`src/hdl/pdss_pkg.sv`:
```
// Shared constants and types for the path dot-segment stripper.
package pdss_pkg;

  localparam logic [7:0] CH_SLASH = 8'h2F;
  localparam logic [7:0] CH_DOT   = 8'h2E;
  localparam logic [7:0] CH_DQ    = 8'h22;
  localparam logic [7:0] CH_SQ    = 8'h27;

  // most results one input byte can cause: two released dots and the byte
  localparam int unsigned BURST_MAX = 3;

  typedef logic [1:0] burst_cnt_t;

  typedef struct packed {
    logic [7:0] data;
    logic       has;
    logic       fin;
  } res_t;

endpackage

```
`src/hdl/pdss_step.sv`:
```
// Per-byte decode: component state and the burst of results for one input byte.
module pdss_step (
  input  logic                clk,
  input  logic                rst,
  input  logic                load,
  input  logic [7:0]          in_byte,
  input  logic                in_last,
  output pdss_pkg::burst_cnt_t burst_n,
  output pdss_pkg::res_t      burst [pdss_pkg::BURST_MAX]
);

  logic [1:0] held_dots;
  logic       in_plain_name;
  logic       last_out_slash;
  logic [1:0] held_dots_next;
  logic       in_plain_name_next;
  logic       last_out_slash_next;

  pdss_pkg::burst_cnt_t n;
  pdss_pkg::res_t       r [pdss_pkg::BURST_MAX];

  always_comb begin
    n                   = '0;
    held_dots_next      = held_dots;
    in_plain_name_next  = in_plain_name;
    last_out_slash_next = last_out_slash;
    for (int i = 0; i < pdss_pkg::BURST_MAX; i++) begin
      r[i] = '{data: pdss_pkg::CH_DOT, has: 1'b1, fin: 1'b0};
    end

    if (in_byte == pdss_pkg::CH_DQ || in_byte == pdss_pkg::CH_SQ) begin
      // drop quotes; state untouched
    end else if (in_byte == pdss_pkg::CH_SLASH) begin
      if (in_plain_name || (held_dots == 2'd0 && !last_out_slash)) begin
        r[0].data           = pdss_pkg::CH_SLASH;
        n                   = 2'd1;
        last_out_slash_next = 1'b1;
      end
      // a held "." or ".." is dropped with this slash
      held_dots_next     = 2'd0;
      in_plain_name_next = 1'b0;
    end else if (in_byte == pdss_pkg::CH_DOT) begin
      if (in_plain_name) begin
        n                   = 2'd1;
        last_out_slash_next = 1'b0;
      end else if (held_dots != 2'd2) begin
        held_dots_next = held_dots + 2'd1;
      end else begin
        n                   = 2'd3;
        last_out_slash_next = 1'b0;
        held_dots_next      = 2'd0;
        in_plain_name_next  = 1'b1;
      end
    end else begin
      if (in_plain_name) begin
        r[0].data = in_byte;
        n         = 2'd1;
      end else begin
        case (held_dots)
          2'd0: begin
            r[0].data = in_byte;
            n         = 2'd1;
          end
          2'd1: begin
            r[1].data = in_byte;
            n         = 2'd2;
          end
          default: begin
            r[2].data = in_byte;
            n         = 2'd3;
          end
        endcase
      end
      held_dots_next      = 2'd0;
      in_plain_name_next  = 1'b1;
      last_out_slash_next = 1'b0;
    end

    if (in_last) begin
      case (n)
        2'd0: begin
          r[0] = '{data: 8'h00, has: 1'b0, fin: 1'b1};
          n    = 2'd1;
        end
        2'd1:    r[0].fin = 1'b1;
        2'd2:    r[1].fin = 1'b1;
        default: r[2].fin = 1'b1;
      endcase
      held_dots_next      = 2'd0;
      in_plain_name_next  = 1'b0;
      last_out_slash_next = 1'b0;
    end
  end

  assign burst_n = n;
  assign burst   = r;

  always_ff @(posedge clk) begin
    if (rst) begin
      held_dots      <= 2'd0;
      in_plain_name  <= 1'b0;
      last_out_slash <= 1'b0;
    end else if (load) begin
      held_dots      <= held_dots_next;
      in_plain_name  <= in_plain_name_next;
      last_out_slash <= last_out_slash_next;
    end
  end

`ifndef SYNTH
  a_held_range: assert property (@(posedge clk) disable iff (rst) held_dots != 2'd3)
    else $error("held dot count out of range");
  a_last_clears: assert property (@(posedge clk) disable iff (rst)
    load && in_last |=> held_dots == 2'd0 && !in_plain_name && !last_out_slash)
    else $error("state not cleared after final byte");
  a_plain_no_held: assert property (@(posedge clk) disable iff (rst)
    in_plain_name |-> held_dots == 2'd0)
    else $error("dots held inside a plain name");
`endif

endmodule

```
`src/hdl/pdss_outq.sv`:
```
// Burst buffer and output register that serialize results one per cycle unless out_stall holds the output.
module pdss_outq (
  input  logic                 clk,
  input  logic                 rst,
  input  logic                 load,
  input  pdss_pkg::burst_cnt_t burst_n,
  input  pdss_pkg::res_t       burst [pdss_pkg::BURST_MAX],
  output logic                 room,
  output logic                 out_valid,
  input  logic                 out_stall,
  output pdss_pkg::res_t       out_res
);

  pdss_pkg::burst_cnt_t cnt;
  pdss_pkg::res_t       ent [pdss_pkg::BURST_MAX];
  logic                 out_free;
  logic                 pop;

  assign out_free = !out_valid || !out_stall;
  assign pop      = out_free && (cnt != 2'd0);
  assign room     = (cnt == 2'd0) || (cnt == 2'd1 && out_free);

  always_ff @(posedge clk) begin
    if (rst) begin
      cnt       <= '0;
      out_valid <= 1'b0;
    end else begin
      if (load) begin
        cnt <= burst_n;
      end else if (pop) begin
        cnt <= cnt - 2'd1;
      end
      if (pop) begin
        out_valid <= 1'b1;
      end else if (out_free) begin
        out_valid <= 1'b0;
      end
    end
  end

  // payload: hold on stall, advance on pop, replace on load
  always_ff @(posedge clk) begin
    if (pop) begin
      out_res <= ent[0];
    end
    if (load) begin
      ent <= burst;
    end else if (pop) begin
      ent[0] <= ent[1];
      ent[1] <= ent[2];
    end
  end

`ifndef SYNTH
  a_cnt_range: assert property (@(posedge clk) disable iff (rst) cnt != 2'd3 || !load)
    else $error("burst loaded over pending results");
  a_load_count: assert property (@(posedge clk) disable iff (rst)
    load |=> cnt == $past(burst_n))
    else $error("burst count does not match loaded burst");
  a_pop_fills: assert property (@(posedge clk) disable iff (rst)
    pop |=> out_valid)
    else $error("popped result not presented");
`endif

endmodule

```
`src/hdl/path_dot_segment_stripper.sv`:
```
// Top level of the path dot-segment stripper: byte stream in, sanitized path out.
//
// Takes one path byte per transfer (in_last on the final byte) and returns the
// sanitized path one result per transfer. Quotes are dropped, runs of slashes
// collapse to one, and components that are exactly "." or ".." vanish along
// with their trailing slash; up to two leading dots are held until the
// component's kind is known. A byte may cause zero to three results (released
// dots plus the byte itself); a final byte that causes nothing yields one bare
// end marker with has_byte low and out_last high. An input byte is accepted
// every cycle while out_stall is low, as long as each byte causes at most one
// result; a byte with several results holds off the next one while the output
// port moves them, one per cycle when not stalled, through a three-entry burst
// buffer and then the output register. in_stall follows out_stall in the same
// cycle when the burst buffer is about to empty.
module path_dot_segment_stripper (
  input  logic       clk,
  input  logic       rst,
  input  logic       in_valid,
  output logic       in_stall,
  input  logic [7:0] in_byte,
  input  logic       in_last,
  output logic       out_valid,
  input  logic       out_stall,
  output logic [7:0] out_byte,
  output logic       has_byte,
  output logic       out_last
);

  logic                 room;
  logic                 load;
  pdss_pkg::burst_cnt_t burst_n;
  pdss_pkg::res_t       burst [pdss_pkg::BURST_MAX];
  pdss_pkg::res_t       out_res;

  // take a new byte only when its whole burst fits behind what is pending
  assign in_stall = !room;
  assign load     = in_valid && room;

  // decode the byte against the current component state
  pdss_step u_step (
    .clk     (clk),
    .rst     (rst),
    .load    (load),
    .in_byte (in_byte),
    .in_last (in_last),
    .burst_n (burst_n),
    .burst   (burst)
  );

  // hold the burst and drain it one result per output transfer
  pdss_outq u_outq (
    .clk       (clk),
    .rst       (rst),
    .load      (load),
    .burst_n   (burst_n),
    .burst     (burst),
    .room      (room),
    .out_valid (out_valid),
    .out_stall (out_stall),
    .out_res   (out_res)
  );

  assign out_byte = out_res.data;
  assign has_byte = out_res.has;
  assign out_last = out_res.fin;

endmodule
```
`config.mk`:
```
export PLATFORM = sky130hd
export DESIGN_NAME = path_dot_segment_stripper
export DESIGN_NICKNAME = d
export VERILOG_FILES = /design/src/hdl/pdss_pkg.sv /design/src/hdl/pdss_step.sv /design/src/hdl/pdss_outq.sv /design/src/hdl/path_dot_segment_stripper.sv
export SDC_FILE = /design/constraint.sdc
export NUM_CORES = 1
export LEC_CHECK = 0
export BUFFER_PORTS_ARGS = -buffer_cell sky130_fd_sc_hd__buf_2
export CAP_MARGIN = 15
export CORE_ASPECT_RATIO = 2
export CORE_MARGIN = 4
export CORE_UTILIZATION = 25
export CTS_BUF_LIST = sky130_fd_sc_hd__clkbuf_2 sky130_fd_sc_hd__clkbuf_4 sky130_fd_sc_hd__clkbuf_8
export DETAILED_ROUTE_END_ITERATION = 8
export PLACE_DENSITY = 0.39
export SKIP_CTS_REPAIR_TIMING = 1
export SLEW_MARGIN = 0
export SYNTH_ARGS = -nofsm -noshare
export SYNTH_HDL_FRONTEND = slang
export SYNTH_SLANG_ARGS = --single-unit
```
`constraint.sdc`:
```
create_clock -name clk -period 6.04 [get_ports clk]
set_clock_uncertainty 0.2 [all_clocks]
set_input_delay 0.302 -clock clk [delete_from_list [all_inputs] [get_ports clk]]
set_output_delay 0.302 -clock clk [all_outputs]
set_load 0.02 [all_outputs]
```
Yosys cells after proc, flatten, opt, wreduce, memory -nomap -nowiden
Index checks and enable logic that the tools add are counted.

word-level totals
  bits in registers = 45

operators by class
  add/sub/neg operators = 2
  equality and inequality tests = 13
  muxes and demuxes = 52
  reductions and logical operators = 24

operators with widths
  kind                                                                     count
  8-bit two-way mux                                                        10
  20-bit two-way mux                                                       2
  8-bit by 6-bit == test with 1-bit output, second input constant          4
  2-bit two-way mux                                                        16
  1-bit two-way mux                                                        21
  10-bit two-way mux                                                       1
  9-bit two-way mux                                                        1
  2-bit by 1-bit == test with 1-bit output, second input constant          3
  2-bit logical NOT                                                        3
  2-bit nonzero test                                                       3
  6-bit OR reduction                                                       1
  5-bit by 3-bit inequality test with 1-bit output, second input constant  1
  1-bit logical AND                                                        4
  1-bit logical NOT                                                        4
  1-bit logical OR                                                         4
  2-bit inequality test, second input constant                             2
  4-bit inequality test, second input constant                             1
  2-bit one-hot mux with 2 select lines                                    1
  4-bit AND reduction                                                      1
  3-bit inequality test, second input constant                             1
  3-bit AND reduction                                                      1
  3-bit OR reduction                                                       1
  2-bit by 1-bit adder with 2-bit output, second input constant            1
  2-bit == test, second input constant                                     1
  other kinds (3)                                                          3

Logic depth before layout (Yosys ltp)
Gate-level depths: netlist of run 1.

  depth in word-level cells = 11
  gate-level depth with buffers = 8

Hierarchy
Synthesis of run 1 repeated with hierarchy kept, for this count alone.

second synthesis, totals
  cells, all modules = 182
  area total of the unflattened synthesis = 2,303.5 µm²

modules (own cells, without submodules)
  module                     times used  cells each  area an instance (µm²)  sequential area each (µm²)
  pdss_outq                  1           83          1,682.9                 1,261.2
  pdss_step                  1           97          610.6                   80.1
  path_dot_segment_stripper  1           2           10.0                    0.0

Least setup slack after synthesis of run 1
OpenSTA, ideal clock, no wires.

  kind = register to register
  from = reg u_outq.cnt[0]
  to = reg u_outq.cnt[0]
  arrival time = 2.691 ns
  required time = 5.721 ns
  slack = 3.031 ns
  stages on the path, launching flop included = 7
  buffers on the path = 1
  period minus slack after synthesis = 3.009 ns
  path through = dfxtp_1 > inv_1 > ha_1 > clkbuf_1 > o21ai_0 > o211ai_1 > o221a_1

between the ends
  cells in the longest elaborated chain, start to end = 5
  elaborated cells on any way between the ends = 11
  those cells by class = add/sub: 1; eq/ne: 1; mux: 2; reduce/logical: 7

RTL lines
  element                                                                                              line             RTL
  start, declared                                                                                      pdss_outq.sv:14  pdss_pkg::burst_cnt_t cnt;
  start signal, assigned                                                                               pdss_outq.sv:29  cnt <= burst_n;
  start signal, assigned                                                                               pdss_outq.sv:31  cnt <= cnt - 2'd1;
  parallel branches: the longest is 5 deep, another holds 2-bit by 1-bit subtractor with 2-bit output  -

Parallel ways; which one is timed is not known. The select of a mux whose other input is x is not followed.
A chain may end at the register's enable or synchronous reset.

Worst setup path in the final report of run 1
  from = reg u_outq.cnt[0]
  to = reg u_step.held_dots[1]

between the ends
  cells in the longest elaborated chain, start to end = 5
  elaborated cells on any way between the ends = 6
  those cells by class = eq/ne: 1; reduce/logical: 5

RTL lines
  element                                   line                             RTL
  2-bit by 1-bit == test with 1-bit output  pdss_outq.sv:21                  assign room = (cnt == 2'd0) || (cnt == 2'd1 && out_free);
  1-bit logical AND                         pdss_outq.sv:21
  1-bit logical OR *                        pdss_outq.sv:21
  1-bit logical AND *                       path_dot_segment_stripper.sv:37  assign load = in_valid && room;
  3-bit AND reduction (no line) *           -
  end signal, assigned                      pdss_step.sv:104                 held_dots <= held_dots_next;
  end, declared                             pdss_step.sv:12                  logic [1:0] held_dots;

Mark *: on every way between the ends. The rest lies on a longest branch, timed or not.

==> results of run 1 <==
==> routing by layer <==
metal  up-vias  global-route usage (%)  share of wire [%]
met5         -                       0                  0
met4         0                    5.64                3.4
met3        12                    2.25                4.1
met2        40                    19.3                 58
met1       721                    9.57                 35
li1        778                       -                  -
==> cell type report <==
class	count	area (sq um)	area share [%]
sequential	45	1280	52.7
timing repair buffer	25	128	5.25
inverter	9	33.8	1.39
tap	98	123	5.04
multi-input combinational	137	786	32.3
clock buffer	6	76.3	3.14
clock inverter	1	3.75	0.154
==> power by group <==
group          internal [mW]  total, mW  switching [mW]
registers              0.423      0.441          0.0177
logic                 0.0525      0.179           0.127
clock network         0.0827      0.181          0.0987
==> flip-flops by register name (all words and copies together) (netlist names) <==
signal / count
u_step.held_dots: 2
u_outq.ent: 28
u_outq.out_res: 10
u_outq.cnt: 2
u_outq.out_valid: 1
u_step.in_plain_name: 1
u_step.last_out_slash: 1
==> cell families (layout without fill, tap and decap cells) <==
kind of cell	count (synthesis)	count (layout)	share of synthesized area [%]
flip-flops	45	45	60.1
AND/OR/NAND/NOR	81	81	18.9
AO/OA/AOI/OAI	53	53	16.1
multiplexers	1	1	0.528
buffers and inverters	18	41	3.29
adder cells (fa/ha/maj)	2	2	1.17
==> cells in the mapped netlist (3+ instances only) <==
cell type	count
a21oi_1	15
and2_1	6
clkbuf_1	7
dfxtp_1	7
edfxtp_1	38
inv_1	7
nand2_1	34
nand3_1	3
nor2_1	13
nor3_1	8
o21ai_0	14
o31ai_1	3
==> final timing paths <==
check        cells after the start  slack (ns)                           endpoint                    startpoint
min                              2        0.07  u_step.in_plain_name$_SDFFE_PP0P_                           rst
max reg2reg                      8        3.49   u_step.held_dots[1]$_SDFFE_PP0P_    u_outq.cnt[0]$_SDFFE_PP0P_
max                              8        3.49   u_step.held_dots[1]$_SDFFE_PP0P_    u_outq.cnt[0]$_SDFFE_PP0P_
min reg2reg                      0        0.22        u_outq.out_res[1]$_DFFE_PP_  u_outq.ent[21]$_SDFFCE_PN1P_
==> critical path: stages (launching register included) <==
cell     delay (ns)
dfxtp_1        0.34
inv_1          0.12
ha_1           0.35
o21ai_2        0.09
buf_4          0.23
inv_2          0.36
nand3_1        0.14
or4b_1         0.49
a21oi_1        0.15
==> through the flow <==
step,util (%),hold WS (ns)
5_1_grt,29.3,0.0754
4_1_cts,29.3,0.0640
6_report,29.3,0.0675
2_1_floorplan,-,0.171
3_3_place_gp,28.4,0.202
3_5_place_dp,28.4,0.205
==> cell usage in the layout (no fill, tap or decap), types with 3 or more instances in the layout <==
cell type,instances
nor2_1,13
inv_1,7
o31ai_1,3
a21oi_1,15
o21ai_0,13
clkbuf_8,5
dfxtp_1,7
nand3_1,3
nor3_1,8
buf_2,24
nand2_1,34
edfxtp_1,38
and2_1,6
==> summary.txt, run 1 <==
Die Span X = 73.3 microns
Core Region = 8290 sq um
Slew HR = 24.5%
crit path DAT = 2.58 ns
largest net degree at the start of global routing = 29
clk_lat worst skew = 0.30 ns
crit path max fanout = 28
antenna-violating nets left = 0
CTS Buf Count = 5
Synth Flop Type = edfxtp_1
Tmin final = 2.55 ns
DP HPWL = 3770 microns
P per Cell Area = 330 nW/um^2
Yosys reg bits = 45
Max Root-Sink Buffers = 2
Site Rows = 47
EDFF count, synth = 38
antenna violations before repair = 0
vias in the first global route = 1581
Area contributors post-synth = edfxtp_1 (53%), dfxtp_1 (6.6%), nand2_1 (6.0%)
GRT overflow = 0
Worst-path clk slew = 0.08 ns
Finished Layout Cells = 321
Synth top area share = 53.5%
post-route DRC violation count = 0
CP Class = reg2reg
status = finished clean
DRT iter0 DRCs = 103
crit start category = flip-flop
Syn Area/Cell = 10.7 sq um
Synth Instances = 200
chip height = 139 microns
# nets final = 238
setup ws final = 3.49 ns
Hold Path Class = in2reg
Tightest Pin Transition = 1.13 ns
fill cell count = 887
htree depth = 2
max frequency = 392 MHz
final setup TNS = 0 ns
Required @ worst endpoint = 6.07 ns
Crit. End Element = flip-flop
final number of setup-violating endpoints = 0
worst slack, placed = 3.51 ns
Synthesized Nets = 215
RD Place Congestion = 0.758
fin crit share = 42.2%
Seq/Total Area, Yosys = 60.1%
IO Port Bufs = 24
top cell type by total area after synthesis = edfxtp_1
synth unique cells = 46
dpl cells = 314
gr usage total = 10.2%
first-pass GRT wire length = 7810 microns
area delta synth->final = 14.0%
post-DR wirelength/cell = 15.3 microns
Initial Util = 25.7%
IO Count = 25
final instance area = 2430 sq um
Post-synth ARST share = 0%
CTS tree = built
via count = 1551
Post-Route WL = 4920 microns
total design power = 0.802 mW
CTS Sinks = 45
Die ar. = 10200 sq um
Worst IR Drop VDD = 0.179 mV
share of post-route cells with drive strength above 1 = 19.3%
max cap viols = 0
Hold Fails Final Rpt = 0
Root Driver = clkbuf_8
# diodes = 0
Slew Viols, Final = 0
RSZ-0062 raised after global routing = false
Mapped Area = 2130 sq um
Detailed Routing Iterations Pass 1 = 4
LEAKAGE = 0.869 nW
vias per inst = 4.83
Ys Warns = 0
Placed Area = 2350 sq um
Power figures use the tool's default switching activity.
==> inputs of run 2 (changes only) <==
--- a/config.mk
+++ b/config.mk
@@ -12,7 +12,7 @@
 export CORE_UTILIZATION = 25
 export CTS_BUF_LIST = sky130_fd_sc_hd__clkbuf_2 sky130_fd_sc_hd__clkbuf_4 sky130_fd_sc_hd__clkbuf_8
 export DETAILED_ROUTE_END_ITERATION = 8
-export PLACE_DENSITY = 0.39
+export PLACE_DENSITY = 0.4
 export SKIP_CTS_REPAIR_TIMING = 1
 export SLEW_MARGIN = 0
 export SYNTH_ARGS = -nofsm -noshare
==> constraint.sdc (replaced) <==
create_clock -name clk -period 2.1 [get_ports clk]
set_clock_uncertainty 0.2 [all_clocks]
set_input_delay 0.105 -clock clk [delete_from_list [all_inputs] [get_ports clk]]
set_output_delay 0.105 -clock clk [all_outputs]
set_load 0.02 [all_outputs]
==> summary.txt, run 2 (same netlist as run 1, synthesis figures left out) <==
status = finished, violations left
violated checks = negative hold slack
worst reg2reg path endpoint = u_outq.cnt[0]$_SDFFE_PP0P_
Hold Path Class = in2reg
crit start category = flip-flop
Core Region = 8290 sq um (unchanged)
Die Span X = 73.3 microns (unchanged)
area delta synth->final = 26.2%
share of post-route cells with drive strength above 1 = 26.4% (+7.1 points)
worst slack, placed = -0.0140 ns (-3.53 ns)
LEAKAGE = 1.01 nW (+16%)
Placed Area = 2510 sq um (+6.6%)
IO Count = 25 (unchanged)
Die ar. = 10200 sq um (unchanged)
Slew HR = 59.0% (+34 points)
switching portion of total power = 30.5% (+0.14 points)
fill cell count = 875 (-1.4%)
fin util = 32.5% (+3.2 points)
RD Place Congestion = 0.767 (+1.2%)
hold_sp = in_byte[3]
Crit. End Element = flip-flop
max frequency = 499 MHz (+27%)
hold slack = -0.0299 ns (-0.0974 ns)
largest registers = u_outq.ent (28), u_outq.out_res (10)
via count = 1674 (+7.9%)
FF-to-FF setup slack = 0.1 ns (-3.39 ns)
CTS Buf Count = 5 (unchanged)
fin crit share = 95.4% (+53 points)
vias per inst = 4.81 (-0.44%)
Site Rows = 47 (unchanged)
Root Driver = clkbuf_8
antenna violations before repair = 0 (unchanged)
total design power = 2.43 mW (+200%)
commonest non-fill, non-tap cell in the layout = edfxtp_1
Reg with most FFs = u_outq.ent
Finished Layout Cells = 348 (+8.4%)
Hold Fails Final Rpt = 2 (+2)
gr usage total = 11.1% (+0.82 points)
Sw Pwr = 0.742 mW (+200%)
Slew Viols, Final = 0 (unchanged)
Worst Hold Path Cells = 2 (unchanged)
GRT overflow = 0 (unchanged)
Post-Route WL = 5390 microns (+9.5%)
DRT iter0 DRCs = 123 (+19%)
# diodes = 0 (unchanged)
Required @ worst endpoint = 2.15 ns (-3.92 ns)
combinational share of power = 25.6% (+3.2 points)
crit path DAT = 2.06 ns (-0.52 ns)
antenna-violating nets left = 0 (unchanged)
Initial Util = 25.7% (unchanged)
Detailed Routing Iterations Pass 1 = 4 (unchanged)
Tightest Pin Transition = 0.607 ns (-0.520 ns)
dpl cells = 332 (+5.7%)
largest net degree at the start of global routing = 18 (-38%)
htree depth = 2 (unchanged)
chip height = 139 microns (unchanged)
setup ws final = 0.0960 ns (-3.39 ns)
max cap viols = 0 (unchanged)
first-pass GRT wire length = 8400 microns (+7.5%)
# nets final = 264 (+11%)
Clk pwr share = 22.4% (-0.2 points)
Worst-path clk slew = 0.08 ns (about the same)
post-DR wirelength/cell = 15.5 microns (+1.0%)
Max Root-Sink Buffers = 2 (unchanged)
reg2reg path depth = 7 (-1)
Internal = 1.69 mW (+200%)
post-route DRC violation count = 0 (unchanged)
final setup TNS = 0 ns (unchanged)
Worst IR Drop VDD = 0.316 mV (+76%)
final number of setup-violating endpoints = 0 (unchanged)
Tmin final = 2.00 ns (-0.547 ns)
Hold Path End = u_outq.ent[15]$_DFFE_PP_
clk_lat worst skew = 0.30 ns (about the same)
CP Class = reg2reg
vias in the first global route = 1637 (+3.5%)
final instance area = 2690 sq um (+11%)
max FFs per register = 28 (unchanged)
CTS Sinks = 45 (unchanged)
FF-to-FF Start = u_outq.cnt[0]$_SDFFE_PP0P_
CTS tree = built
crit path max fanout = 17 (-39%)
IO Port Bufs = 24 (unchanged)
most frequent cells in the layout = edfxtp_1 (38), nand2_1 (34), buf_2 (24)
Reg power frac = 52.1% (-2.9 points)
P per Cell Area = 904 nW/um^2 (+170%)
DP HPWL = 4200 microns (+12%)
run 2: final cells by class:
type	count	area [sq um]	share of cell area, %
Clock buffer	6	76.3	2.83
Tap cell	98	123	4.55
Clock inverter	2	10.0	0.372
Sequential cell	45	1280	47.6
Multi-Input combinational cell	137	813	30.2
Inverter	9	33.8	1.25
Timing Repair Buffer	51	355	13.2
run 2: how the worst max path moves through the flow:
stage                               start                         end  slack, ns  depth (start not counted)
3_3_place_gp   u_outq.cnt[0]$_SDFFE_PP0P_    u_outq.ent[24]$_DFFE_PP_     -0.007                          6
2_1_floorplan  u_outq.cnt[0]$_SDFFE_PP0P_  u_outq.cnt[0]$_SDFFE_PP0P_      -0.04                          6
5_1_grt        u_outq.cnt[0]$_SDFFE_PP0P_  u_outq.cnt[0]$_SDFFE_PP0P_      -0.01                          7
6_report       u_outq.cnt[0]$_SDFFE_PP0P_  u_outq.cnt[0]$_SDFFE_PP0P_        0.1                          7
4_1_cts        u_outq.cnt[0]$_SDFFE_PP0P_    u_outq.ent[24]$_DFFE_PP_      -0.04                          6
3_5_place_dp   u_outq.cnt[0]$_SDFFE_PP0P_    u_outq.ent[24]$_DFFE_PP_      -0.01                          6
run 2: power groups by stage:
stage                     Clock, mW  Sequential (mW)  Combinational [mW]
after floorplan                   0             1.34               0.305
after global placement            0             1.28               0.617
after detailed placement          0             1.29               0.617
after CTS                     0.573             1.27               0.619
after global routing          0.623             1.28               0.695
final                         0.544             1.27               0.623
run 2: critical path: stages (launching register included):
cell,delay (ns)
dfxtp_1,0.40
inv_1,0.11
ha_1,0.25
o21ai_4,0.21
buf_4,0.24
o21ai_2,0.15
o211ai_1,0.20
o221a_1,0.19
run 2: metal layers:
metal | vias to the layer above | routed length [microns] | global-route usage [%]
li1 | 828 | - | -
met1 | 805 | 1980 | 11.5
met2 | 34 | 3080 | 20.0
met3 | 7 | 181 | 2.32
met4 | 0 | 154 | 5.54
met5 | - | 0 | 0
